**src/hdl/pcsv_pkg.sv**
```systemverilog
// Shared types, constants and CRC helper for the PNG chunk stream validator.
package pcsv_pkg;

    typedef struct packed {
        logic [7:0] data_byte;
        logic       last_byte;
    } item_t;

    typedef struct packed {
        logic        file_valid;
        logic [2:0]  fault_code;
        logic        dims_valid;
        logic [30:0] image_width;
        logic [30:0] image_height;
    } result_t;

    typedef enum logic [2:0] {
        PH_SIG  = 3'd0,
        PH_LEN  = 3'd1,
        PH_TYPE = 3'd2,
        PH_DATA = 3'd3,
        PH_CRC  = 3'd4,
        PH_DONE = 3'd5,
        PH_ERR  = 3'd6
    } phase_t;

    localparam logic [2:0] ERR_NONE      = 3'd0;
    localparam logic [2:0] ERR_SIGNATURE = 3'd1;
    localparam logic [2:0] ERR_TRUNCATED = 3'd2;
    localparam logic [2:0] ERR_CRC       = 3'd3;
    localparam logic [2:0] ERR_IEND_LEN  = 3'd4;
    localparam logic [2:0] ERR_TRAILING  = 3'd5;

    localparam logic [31:0] CRC_POLY  = 32'hedb88320;
    localparam logic [31:0] CRC_INIT  = 32'hffffffff;
    localparam logic [31:0] TYPE_IEND = 32'h49454e44;
    localparam logic [31:0] TYPE_IHDR = 32'h49484452;

    localparam logic [4:0] HDR_TYPE_START   = 5'd12;
    localparam logic [4:0] HDR_WIDTH_START  = 5'd16;
    localparam logic [4:0] HDR_HEIGHT_START = 5'd20;
    localparam logic [4:0] HDR_END          = 5'd24;

    function automatic logic [7:0] sig_byte(input logic [2:0] idx);
        logic [7:0] b;
        case (idx)
            3'd0:    b = 8'h89;
            3'd1:    b = 8'h50;
            3'd2:    b = 8'h4e;
            3'd3:    b = 8'h47;
            3'd4:    b = 8'h0d;
            3'd5:    b = 8'h0a;
            3'd6:    b = 8'h1a;
            default: b = 8'h0a;
        endcase
        return b;
    endfunction

    function automatic logic [7:0] ihdr_byte(input logic [1:0] idx);
        logic [7:0] b;
        case (idx)
            2'd0:    b = 8'h49;
            2'd1:    b = 8'h48;
            2'd2:    b = 8'h44;
            default: b = 8'h52;
        endcase
        return b;
    endfunction

    // Reflected CRC-32, one byte
    function automatic logic [31:0] crc_byte(input logic [31:0] crc, input logic [7:0] b);
        logic [31:0] c;
        c = crc ^ {24'd0, b};
        for (int k = 0; k < 8; k++) begin
            c = (c >> 1) ^ (c[0] ? CRC_POLY : 32'd0);
        end
        return c;
    endfunction

endpackage

```
**src/hdl/pcsv_in_stage.sv**
```systemverilog
// Input register stage: holds one byte transfer until the parser consumes it.
module pcsv_in_stage
(
    input  logic                clk,
    input  logic                rst_n,
    input  logic                src_valid,
    output logic                src_stall,
    input  pcsv_pkg::item_t     src_item,
    input  logic                advance,
    output logic                stage_valid,
    output pcsv_pkg::item_t     stage_item
);

    logic            valid_reg;
    pcsv_pkg::item_t item_reg;

    assign src_stall   = valid_reg && !advance;
    assign stage_valid = valid_reg;
    assign stage_item  = item_reg;

    always_ff @(posedge clk or negedge rst_n)
    begin
        if (!rst_n)
        begin
            valid_reg <= 1'b0;
        end
        else if (!valid_reg || advance)
        begin
            valid_reg <= src_valid;
        end
    end

    always_ff @(posedge clk)
    begin
        if (src_valid && !src_stall)
        begin
            item_reg <= src_item;
        end
    end

endmodule

```
**src/hdl/pcsv_parser.sv**
```systemverilog
// Chunk parser: signature check, chunk walk, CRC-32, header capture and result build.
module pcsv_parser
(
    input  logic                clk,
    input  logic                rst_n,
    input  logic                step,
    input  pcsv_pkg::item_t     item,
    output logic                done,
    output pcsv_pkg::result_t   result
);

    pcsv_pkg::phase_t phase_reg, phase_next;
    logic [3:0]  idx_reg, idx_next;
    logic [31:0] len_reg, len_next;
    logic [31:0] rem_reg, rem_next;
    logic [31:0] crc_reg, crc_next;
    logic [31:0] rcv_reg, rcv_next;
    logic [31:0] type_reg, type_next;
    logic [2:0]  err_reg, err_next;
    logic [4:0]  off_reg, off_next;
    logic [31:0] width_reg, width_next;
    logic [31:0] height_reg, height_next;
    logic        ihdr_reg, ihdr_next;

    logic [7:0]  b;
    logic [3:0]  idx_inc;
    logic [31:0] rem_dec;
    logic [31:0] crc_upd;
    logic        ihdr_match;
    logic [2:0]  fail_code;
    logic        fail;
    logic [2:0]  code;
    logic        dims;

    assign b       = item.data_byte;
    assign idx_inc = idx_reg + 4'd1;
    assign rem_dec = rem_reg - 32'd1;
    assign crc_upd = pcsv_pkg::crc_byte(crc_reg, b);
    assign ihdr_match = (b == pcsv_pkg::ihdr_byte(off_reg[1:0]));
    assign done    = step && item.last_byte;

    always_comb
    begin
        phase_next  = phase_reg;
        idx_next    = idx_reg;
        len_next    = len_reg;
        rem_next    = rem_reg;
        crc_next    = crc_reg;
        rcv_next    = rcv_reg;
        type_next   = type_reg;
        err_next    = err_reg;
        off_next    = off_reg;
        width_next  = width_reg;
        height_next = height_reg;
        ihdr_next   = ihdr_reg;
        fail        = 1'b0;
        fail_code   = pcsv_pkg::ERR_NONE;
        code        = pcsv_pkg::ERR_NONE;
        dims        = 1'b0;
        result      = '0;

        // header capture runs regardless of parse state
        if (off_reg < pcsv_pkg::HDR_END)
        begin
            if (off_reg >= pcsv_pkg::HDR_TYPE_START && off_reg < pcsv_pkg::HDR_WIDTH_START)
            begin
                ihdr_next = (off_reg == pcsv_pkg::HDR_TYPE_START) ? ihdr_match
                                                                  : (ihdr_reg && ihdr_match);
            end
            else if (off_reg >= pcsv_pkg::HDR_WIDTH_START
                     && off_reg < pcsv_pkg::HDR_HEIGHT_START)
            begin
                width_next = {width_reg[23:0], b};
            end
            else if (off_reg >= pcsv_pkg::HDR_HEIGHT_START)
            begin
                height_next = {height_reg[23:0], b};
            end
            off_next = off_reg + 5'd1;
        end

        unique case (phase_reg)
            pcsv_pkg::PH_SIG:
            begin
                if (b != pcsv_pkg::sig_byte(idx_reg[2:0]))
                begin
                    fail      = 1'b1;
                    fail_code = pcsv_pkg::ERR_SIGNATURE;
                end
                else if (idx_inc >= 4'd8)
                begin
                    idx_next   = '0;
                    phase_next = pcsv_pkg::PH_LEN;
                end
                else
                begin
                    idx_next = idx_inc;
                end
            end
            pcsv_pkg::PH_LEN:
            begin
                len_next = {len_reg[23:0], b};
                idx_next = idx_inc;
                if (idx_inc >= 4'd4)
                begin
                    idx_next   = '0;
                    crc_next   = pcsv_pkg::CRC_INIT;
                    type_next  = '0;
                    phase_next = pcsv_pkg::PH_TYPE;
                end
            end
            pcsv_pkg::PH_TYPE:
            begin
                type_next = {type_reg[23:0], b};
                crc_next  = crc_upd;
                idx_next  = idx_inc;
                if (idx_inc >= 4'd4)
                begin
                    idx_next   = '0;
                    rem_next   = len_reg;
                    rcv_next   = '0;
                    phase_next = (len_reg == 32'd0) ? pcsv_pkg::PH_CRC : pcsv_pkg::PH_DATA;
                end
            end
            pcsv_pkg::PH_DATA:
            begin
                crc_next = crc_upd;
                rem_next = rem_dec;
                if (rem_dec == 32'd0)
                begin
                    phase_next = pcsv_pkg::PH_CRC;
                end
            end
            pcsv_pkg::PH_CRC:
            begin
                rcv_next = {rcv_reg[23:0], b};
                idx_next = idx_inc;
                if (idx_inc >= 4'd4)
                begin
                    idx_next = '0;
                    if (~crc_reg != rcv_next)
                    begin
                        fail      = 1'b1;
                        fail_code = pcsv_pkg::ERR_CRC;
                    end
                    else if (type_reg == pcsv_pkg::TYPE_IEND)
                    begin
                        if (len_reg != 32'd0)
                        begin
                            fail      = 1'b1;
                            fail_code = pcsv_pkg::ERR_IEND_LEN;
                        end
                        else
                        begin
                            phase_next = pcsv_pkg::PH_DONE;
                        end
                    end
                    else
                    begin
                        len_next   = '0;
                        phase_next = pcsv_pkg::PH_LEN;
                    end
                end
            end
            pcsv_pkg::PH_DONE:
            begin
                fail      = 1'b1;
                fail_code = pcsv_pkg::ERR_TRAILING;
            end
            default:
            begin
                phase_next = pcsv_pkg::PH_ERR;
            end
        endcase

        if (fail)
        begin
            phase_next = pcsv_pkg::PH_ERR;
            if (err_reg == pcsv_pkg::ERR_NONE)
            begin
                err_next = fail_code;
            end
        end

        if (item.last_byte)
        begin
            code = err_next;
            if (err_next == pcsv_pkg::ERR_NONE && phase_next != pcsv_pkg::PH_DONE)
            begin
                code = pcsv_pkg::ERR_TRUNCATED;
            end
            dims = off_next >= pcsv_pkg::HDR_END && ihdr_next
                   && code != pcsv_pkg::ERR_SIGNATURE
                   && width_next != 32'd0 && height_next != 32'd0
                   && !width_next[31] && !height_next[31];

            result.file_valid   = (code == pcsv_pkg::ERR_NONE);
            result.fault_code   = code;
            result.dims_valid   = dims;
            result.image_width  = dims ? width_next[30:0] : '0;
            result.image_height = dims ? height_next[30:0] : '0;

            // file finished: back to the post-reset state
            phase_next  = pcsv_pkg::PH_SIG;
            idx_next    = '0;
            len_next    = '0;
            rem_next    = '0;
            crc_next    = pcsv_pkg::CRC_INIT;
            rcv_next    = '0;
            type_next   = '0;
            err_next    = pcsv_pkg::ERR_NONE;
            off_next    = '0;
            width_next  = '0;
            height_next = '0;
            ihdr_next   = 1'b0;
        end
    end

    always_ff @(posedge clk or negedge rst_n)
    begin
        if (!rst_n)
        begin
            phase_reg  <= pcsv_pkg::PH_SIG;
            idx_reg    <= '0;
            len_reg    <= '0;
            rem_reg    <= '0;
            crc_reg    <= pcsv_pkg::CRC_INIT;
            rcv_reg    <= '0;
            type_reg   <= '0;
            err_reg    <= pcsv_pkg::ERR_NONE;
            off_reg    <= '0;
            width_reg  <= '0;
            height_reg <= '0;
            ihdr_reg   <= 1'b0;
        end
        else if (step)
        begin
            phase_reg  <= phase_next;
            idx_reg    <= idx_next;
            len_reg    <= len_next;
            rem_reg    <= rem_next;
            crc_reg    <= crc_next;
            rcv_reg    <= rcv_next;
            type_reg   <= type_next;
            err_reg    <= err_next;
            off_reg    <= off_next;
            width_reg  <= width_next;
            height_reg <= height_next;
            ihdr_reg   <= ihdr_next;
        end
    end

endmodule

```
**src/hdl/pcsv_out_stage.sv**
```systemverilog
// Result register: holds one result transfer until the sink takes it.
module pcsv_out_stage
(
    input  logic                clk,
    input  logic                rst_n,
    input  logic                load,
    input  pcsv_pkg::result_t   load_result,
    output logic                free,
    output logic                res_valid,
    input  logic                res_stall,
    output pcsv_pkg::result_t   res_item
);

    logic              valid_reg;
    pcsv_pkg::result_t result_reg;

    assign free      = !valid_reg || !res_stall;
    assign res_valid = valid_reg;
    assign res_item  = result_reg;

    always_ff @(posedge clk or negedge rst_n)
    begin
        if (!rst_n)
        begin
            valid_reg <= 1'b0;
        end
        else if (free)
        begin
            valid_reg <= load;
        end
    end

    always_ff @(posedge clk)
    begin
        if (load)
        begin
            result_reg <= load_result;
        end
    end

endmodule

```
**src/hdl/png_chunk_stream_validator_core.sv**
```systemverilog
// Top level of the PNG chunk stream validator: input register, parser, result register.
// res_valid comes from the result register, loaded when the parser takes a last byte.
// Throughput: one byte per cycle unless stalled; bytewise CRC-32 is in the parser stage.
// A result waiting under res_stall holds the parser only when a last byte arrives.
// Reset (rst_n low, async) clears all parse state; the block accepts bytes right after.
module png_chunk_stream_validator_core
(
    input  logic                clk,
    input  logic                rst_n,
    input  logic                src_valid,
    output logic                src_stall,
    input  pcsv_pkg::item_t     src_item,
    output logic                res_valid,
    input  logic                res_stall,
    output pcsv_pkg::result_t   res_item
);

    logic              stage_valid;
    pcsv_pkg::item_t   stage_item;
    logic              advance;
    logic              out_free;
    logic              res_load;
    pcsv_pkg::result_t parse_result;

    // a byte that completes a file needs a free result slot
    assign advance = stage_valid && (!stage_item.last_byte || out_free);

    pcsv_in_stage u_in_stage
    (
        .clk         (clk),
        .rst_n       (rst_n),
        .src_valid   (src_valid),
        .src_stall   (src_stall),
        .src_item    (src_item),
        .advance     (advance),
        .stage_valid (stage_valid),
        .stage_item  (stage_item)
    );

    pcsv_parser u_parser
    (
        .clk    (clk),
        .rst_n  (rst_n),
        .step   (advance),
        .item   (stage_item),
        .done   (res_load),
        .result (parse_result)
    );

    pcsv_out_stage u_out_stage
    (
        .clk         (clk),
        .rst_n       (rst_n),
        .load        (res_load),
        .load_result (parse_result),
        .free        (out_free),
        .res_valid   (res_valid),
        .res_stall   (res_stall),
        .res_item    (res_item)
    );

    a_valid_matches_code: assert property (@(posedge clk) disable iff (!rst_n)
        res_valid |-> (res_item.file_valid == (res_item.fault_code == pcsv_pkg::ERR_NONE)))
        else $error("file_valid disagrees with fault code");

    a_dims_zero: assert property (@(posedge clk) disable iff (!rst_n)
        (res_valid && !res_item.dims_valid) |->
            (res_item.image_width == '0 && res_item.image_height == '0))
        else $error("dimensions nonzero without dims_valid");

    a_last_gives_result: assert property (@(posedge clk) disable iff (!rst_n)
        (stage_valid && stage_item.last_byte && advance) |=> res_valid)
        else $error("completed file produced no result");

    a_code_range: assert property (@(posedge clk) disable iff (!rst_n)
        res_valid |-> (res_item.fault_code <= pcsv_pkg::ERR_TRAILING))
        else $error("fault code out of range");

endmodule

```
**config.mk**
```make
export PLATFORM = sky130hd
export DESIGN_NAME = png_chunk_stream_validator_core
export DESIGN_NICKNAME = d
export VERILOG_FILES = /design/src/hdl/pcsv_pkg.sv /design/src/hdl/pcsv_in_stage.sv /design/src/hdl/pcsv_parser.sv /design/src/hdl/pcsv_out_stage.sv /design/src/hdl/png_chunk_stream_validator_core.sv
export SDC_FILE = /design/constraint.sdc
export NUM_CORES = 1
export LEC_CHECK = 0
export BUFFER_PORTS_ARGS = -buffer_cell sky130_fd_sc_hd__clkbuf_2
export CAP_MARGIN = 20
export CORE_ASPECT_RATIO = 1.4
export CORE_MARGIN = 1.5
export CORE_UTILIZATION = 55
export CTS_BUF_LIST = sky130_fd_sc_hd__clkbuf_8 sky130_fd_sc_hd__clkbuf_16
export CTS_CLUSTER_SIZE = 30
export DETAILED_ROUTE_END_ITERATION = 8
export GPL_TIMING_DRIVEN = 0
export PLACE_DENSITY = 0.69
export SYNTH_ARGS = -nofsm -noshare
export SYNTH_HDL_FRONTEND = slang
export SYNTH_HIERARCHICAL = 1
export SYNTH_SLANG_ARGS = --single-unit
```
**constraint.sdc**
```tcl
create_clock -name clk -period 4.5 [get_ports clk]
set_input_delay 0.45 -clock clk [delete_from_list [all_inputs] [get_ports clk]]
set_output_delay 0.45 -clock clk [all_outputs]
set_load 0.02 [all_outputs]
```
# After elaboration in Yosys (flattened, before gate mapping)
# Index checks and enable logic that the tools add are counted.
# Widths: inputs -> output; s select.
[word_totals]
reg_bits = 310
input_bits = 13
out_inout_bits = 69
wordCells = 196
[op_classes]
addsub = 3
order_cmp = 9
eq_ne = 25
muxes = 77
n_bitwise = 10
n_reduce_logical = 51
[op_table]
columns = ["operator", "n"]
rows = [
  ["$mux 32", 27],
  ["$pmux 32 s2", 4],
  ["$xor 31x32->32", 8],
  ["$reduce_bool 32->1", 3],
  ["$logic_not 32->1", 2],
  ["$mux 3", 21],
  ["$pmux 24 s2", 1],
  ["$pmux 8 s6", 1],
  ["$eq 32x31->1 const B", 1],
  ["$ne 32x32->1", 1],
  ["$not 32->32", 1],
  ["$sub 32x1->32 const B", 1],
  ["$xor 32x8->32", 1],
  ["$mux 24", 1],
  ["$pmux 3 s6", 1],
  ["$reduce_bool 3->1", 6],
  ["$mux 4", 4],
  ["$ge 5x5->1 const B", 3],
  ["$logic_not 3->1", 5],
  ["$lt 5x5->1 const B", 3],
  ["$pmux 5 s3", 1],
  ["$reduce_and 3->1", 5],
  ["$logic_and 1x1->1", 14],
  ["$eq 3x2->1 const B", 4],
  ["28 further kinds", 56],
]

# Logic depth before layout (Yosys ltp)
[logic_depth]
depth_word = 19
mapped_depth = 13
mapped_depth_nobuf = 11

# Modules after synthesis
# Netlist, hierarchy kept.
[modules_own_cells]
columns = ["mod", "instances", "cells_per_inst", "area_per_inst_um2", "seq_area_each_um2"]
rows = [
  ["pcsv_parser", 1, 1668, 13698.1, 5845.6],
  ["pcsv_out_stage", 1, 70, 2048.2, 2037.0],
  ["pcsv_in_stage", 1, 14, 327.8, 295.3],
  ["png_chunk_stream_validator_core", 1, 2, 11.3, 0.0],
]

# Worst setup path before layout
# No wires, ideal clock.
[synth_timing]
path_type = "register -> register"
startpoint = "register u_out_stage.valid_reg (netlist: u_out_stage/res_valid)"
endpoint = "register u_parser.idx_reg[0]"
setup_ps = 125
arrival_time_ps = 3260
required_time_ps = 4375
slack_ps = 1115
path_stages_with_launch = 10
cell_sequence = "dfrtp_1 -> nand2_1 -> inv_1 -> a21boi_1 -> clkbuf_1 -> clkbuf_1 -> nand2_1 -> inv_1 -> nor2_1 -> mux2_2"
[synth_between]
elab_chain_len = 5
[synth_rtl]
columns = ["item", "line_no", "source"]
rows = [
  ["from (decl)", "pcsv_out_stage.sv:14", "logic valid_reg;"],
  ["from (signal assigned)", "pcsv_out_stage.sv:29", "valid_reg <= load;"],
  ["$logic_not 1->1", "pcsv_out_stage.sv:17", "assign free = !valid_reg || !res_stall;"],
  ["$logic_or 1x1->1", "pcsv_out_stage.sv:17", ""],
  ["named net out_free", "png_chunk_stream_validator_core.sv:21", "logic out_free;"],
  ["$logic_or 1x1->1", "png_chunk_stream_validator_core.sv:26", "assign advance = stage_valid && (!stage_item.last_byte || out_free);"],
  ["$logic_and 1x1->1", "png_chunk_stream_validator_core.sv:26", ""],
  ["named net advance", "png_chunk_stream_validator_core.sv:20", "logic advance;"],
  ["$reduce_and 3->1 (no source line)", "-", ""],
  ["to (signal assigned)", "pcsv_parser.sv:239", "idx_reg <= idx_next;"],
  ["to (decl)", "pcsv_parser.sv:13", "logic [3:0] idx_reg, idx_next;"],
]
# The timed path passes the listed nets, and every way through them passes these cells.
# A chain may end at the register's enable or synchronous reset.

# Worst setup path in the final report
[layout_timing]
startpoint = "register u_parser.crc_reg[1]"
endpoint = "register u_out_stage.result_reg (netlist bit u_out_stage/res_item[31]), data pin"
[layout_between]
elab_chain_len = 18
[layout_rtl]
columns = ["item", "line_no", "source"]
rows = [
  ["from (decl)", "pcsv_parser.sv:16", "logic [31:0] crc_reg, crc_next;"],
  ["from (signal assigned)", "pcsv_parser.sv:227", "crc_reg <= pcsv_pkg::CRC_INIT;"],
  ["from (signal assigned)", "pcsv_parser.sv:242", "crc_reg <= crc_next;"],
  ["$not 32->32 (*)", "pcsv_parser.sv:141", "if (~crc_reg != rcv_next)"],
  ["$ne 32x32->1 (*)", "pcsv_parser.sv:141", ""],
  ["$mux 3", "pcsv_parser.sv:141", ""],
  ["$mux 3", "pcsv_parser.sv:138", "if (idx_inc >= 4'd4)"],
  ["$pmux 3 s3", "pcsv_parser.sv:82", "unique case (phase_reg)"],
  ["$mux 3", "pcsv_parser.sv:179", "if (err_reg == pcsv_pkg::ERR_NONE)"],
  ["$mux 3", "pcsv_parser.sv:176", "if (fail)"],
  ["$logic_not 3->1", "pcsv_parser.sv:188", "if (err_next == pcsv_pkg::ERR_NONE && phase_next != pcsv_pkg::PH_DONE)"],
  ["$logic_and 1x1->1", "pcsv_parser.sv:188", ""],
  ["$mux 3 (*)", "pcsv_parser.sv:188", ""],
  ["$mux 3 (*)", "pcsv_parser.sv:185", "if (item.last_byte)"],
  ["$ne 3x1->1 (*)", "pcsv_parser.sv:193", "&& code != pcsv_pkg::ERR_SIGNATURE"],
  ["$logic_and 1x1->1 (*)", "pcsv_parser.sv:193", ""],
  ["$logic_and 1x1->1 (*) (2 in series)", "pcsv_parser.sv:194", "&& width_next != 32'd0 && height_next != 32'd0"],
  ["$logic_and 1x1->1 (*) (2 in series)", "pcsv_parser.sv:195", "&& !width_next[31] && !height_next[31];"],
  ["$reduce_and 2->1 (no source line) (*)", "-", ""],
  ["to (signal assigned)", "pcsv_out_stage.sv:37", "result_reg <= load_result;"],
  ["to (decl)", "pcsv_out_stage.sv:15", "pcsv_pkg::result_t result_reg;"],
]
# Every way passes the cells marked *; elsewhere a longest branch is shown, timed or not. The select of a mux whose other input is x is not followed.

==> flow_summary_export.csv <==
group,metric,value,unit
synth,yosys_warnings,6,
pwr,p_sw,3.278,mW
clock_tree,cts.clk_slew.worst_paths,60,ps
pwr,p_comb_frac,0.320,
pwr,total_power,9.650,mW
clock_tree,cts-root-buf,"clkbuf_16",
pwr,seqPwrFrac,0.376,
place,dp_hpwl,30530,um
grt,grt_usage,0.2965,
final_layout,regMostFlops,"u_out_stage/res_item",
sta,final_min_period_over_clock_period,0.9305,
worst_setup_path,cp.arrival,4480,ps
worst_hold_path,hold_depth,1,
detailed_routing,routedWlPerCell,19.40,um
worst_setup_path,rr_worst_depth,11,
synth,synthesis.area,16090,um2
clock_tree,cts_buffer_depth,3,
worst_hold_path,min_path_type,"input pin to flop",
synth,yosysSeqAreaShare,0.5084,
clock_tree,numClockSinks,310,
clock_tree,clkLatencyLatePin,570,ps
worst_setup_path,crit_required,4790,ps
detailed_routing,wl,44040,um
sta,period_needed,4187,ps
detailed_routing,initialDrtViolationCount,1138,
floorplanning,core_region_area,28590,um2
clock_tree,cts_made_buffers,30,
detailed_routing,drc,0,
final_layout,nNetsFinal,1898,
clock_tree,h-tree-depth,1,
place,place_ws,57.37,ps
pwr,power_density,529.6,nW/um2
sta,tightest_slew,1029,ps
synth,yosys_register_bits,310,
sta,fin_ws,312.7,ps
pwr,intPower,6.371,mW
pwr,vdd_ir_drop_max,0.6081,mV
pwr,p_leak,7.250,nW
detailed_routing,vias_per_cell,6.082,
synth,synth_top_area_cell,"dfrtp_1",
floorplanning,row_count,73,
sta,relSlewSlack,0.3090,
floorplanning,dieWidth,147.5,um
synth,async_reset_ff_frac,0.7548,
synth,synth_top_area_share,0.3143,
detailed_routing,ant_nets,0,
sta,rsz0062_at_grt,"false",
floorplanning,start_util,0.5627,
grt,overflow,0,
sta,holdWs,57.69,ps
worst_setup_path,crit_path_start_kind,"flop",
synth,synth_edf_count,76,
synth,syn_avg_cell_area,9.171,um2
clock_tree,tritoncts,"built",
synth,yosys-top-cells-area,"dfrtp_1 31%, edfxtp_1 14%, nand2_1 7.3%",
floorplanning,die_h,205.4,um
place,routabilityCongestion,0.9384,
synth,synthCells,1754,
status,status,"completed",
final_layout,area_delta_synth_final,13.28,%
final_layout,layout.cells.non_filler,2270,
synth,synth.net_count,1781,
sta,setup_violations,0,
grt,antenna_found_initial,1,
sta,slew_violations,0,
floorplanning,fp.dieArea,30300,um2
worst_setup_path,end_kind,"flop",
worst_setup_path,worstSetupPathType,"flop to flop",
synth,yosysUniqueCellTypes,78,
final_layout,largest_reg_flops,67,
synth,yosys_most_used_dff,"dfrtp_1",
synth,synth_top_cells_by_count,"312 x nand2_1, 202 x dfrtp_1, 158 x o21ai_0, 113 x a21oi_1, 100 x clkbuf_1",
grt,grt_max_degree,98,
sta,hold_viol_final,0,
sta,timing.fmax,0.2388,GHz
place,dp_cells,2212,
worst_setup_path,path_max_fanout,10,
detailed_routing,via_count,13810,
final_layout,drive_above_1_share,0.1108,
final_layout,antenna_cells,0,
pwr,p_clk_frac,0.304,
grt,grt_pass1_vias,13510,
sta,clock_skew,16.43,ps
floorplanning,io_pins,82,
place,io_buffers,81,
pwr,p_sw_frac,0.3397,
job,maxCapViolCount,0,
grt,grt_pass1_wl,72100,um
detailed_routing,dr.pass1.iters,5,
synth,synth.most_common_cell,"nand2_1",
-- cell usage in the layout (no fill, tap or decap), types with 5 or more instances in the layout --
master / n
a21boi_0: 62
a21oi_1: 113
a22o_1: 33
a22oi_1: 5
a31oi_1: 11
and2_1: 5
and3_1: 6
buf_1: 5
buf_2: 6
bufinv_16: 9
clkbuf_1: 98
clkbuf_16: 31
clkbuf_2: 82
clkbuf_8: 6
clkinv_2: 7
dfrtp_1: 202
dfstp_2: 32
edfxtp_1: 76
ha_1: 14
inv_1: 97
nand2_1: 312
nand2b_1: 7
nand3_1: 18
nand4_1: 11
nor2_1: 98
nor2b_1: 8
nor3_1: 32
nor3b_1: 5
nor4_1: 54
nor4b_1: 8
o21ai_0: 158
o22ai_1: 75
or3_1: 7
xnor2_1: 73
xor2_1: 35
-- timing repair --
| item | CTS | global route |
|---|---|---|
| endpoints found under the setup margin | 0 | 68 |
| gates resized for setup | 0 | 3 |
| endpoints found under the hold margin | 46 | 0 |
| setup buffers | 0 | 2 |
| hold buffers | 1 | 0 |
-- worst max-delay path: stages, from the launching register on --
cell and delay, ps:
dfstp_2 540, xor2_1 600, ha_1 280, nand3_1 130
nor4_1 310, nand4_1 170, or3_4 400, a31oi_1 320
nand3_1 160, nand2_1 390, clkbuf_1 460, a21oi_1 140
-- layout make-up --
cell class / instances / area, um2
repair buffers: 86 / 494.2
multi-input cells: 1234 / 7092
plain buffers: 115 / 467.9
clock buffers: 36 / 844.6
fillers: 2392 / 10370
inverters: 94 / 355.3
well taps: 375 / 469.2
flip-flops and latches: 310 / 8178
clock inverters: 20 / 320.3
-- routing by layer --
| metal | GRT usage | wire length, um | vias to the layer above |
|---|---|---|---|
| met5 | 0 | 0 | - |
| met4 | 0.1154 | 1314 | 0 |
| met3 | 0.03282 | 2776 | 90 |
| met2 | 0.4897 | 21490 | 522 |
| met1 | 0.4018 | 18460 | 6767 |
| li1 | - | - | 6427 |
-- power groups by stage --
stage               logic, mW  clock network [mW]  registers (mW)
global placement         2.97                   0            3.66
finish                   3.09                2.94            3.63
CTS                      3.07                2.99            3.62
detailed placement       3.04                   0            3.67
floorplan                2.31                   0            3.62
global route             3.40                3.09            3.66
-- through the flow --
stage / setup TNS (ps) / util / cell area (um2)
after global placement: -392930 / 0.5932 / 16960
after detailed placement: 0 / 0.5956 / 17030
final: 0 / 0.6374 / 18220
after CTS: 0 / 0.6367 / 18200
after floorplan: 0 / - / 16090
after global routing: 0 / 0.6374 / 18220
-- final timing paths --
check / start / end / slack (ps)
min: src_item[3] / u_in_stage/stage_item[3] / 60
max in group asynchronous: rst_n / u_parser/width_reg[19] / 3130
min in group asynchronous: rst_n / u_parser/rem_reg[27] / 450
min reg2reg: u_parser/type_reg[24] / u_parser/type_reg[24] / 480
max reg2reg: u_parser/crc_reg[1] / u_out_stage/res_item[31] / 310
max: u_parser/crc_reg[1] / u_out_stage/res_item[31] / 310
-- kinds of logic after synthesis --
family	share of synthesized area
flip-flops	0.5084
AO/OA/AOI/OAI	0.1909
buffers and inverters	0.05118
adder cells (fa/ha/maj)	0.01089
multiplexers	0.002722
XOR/XNOR	0.06036
AND/OR/NAND/NOR	0.1756
Power figures use the tool's default switching activity.
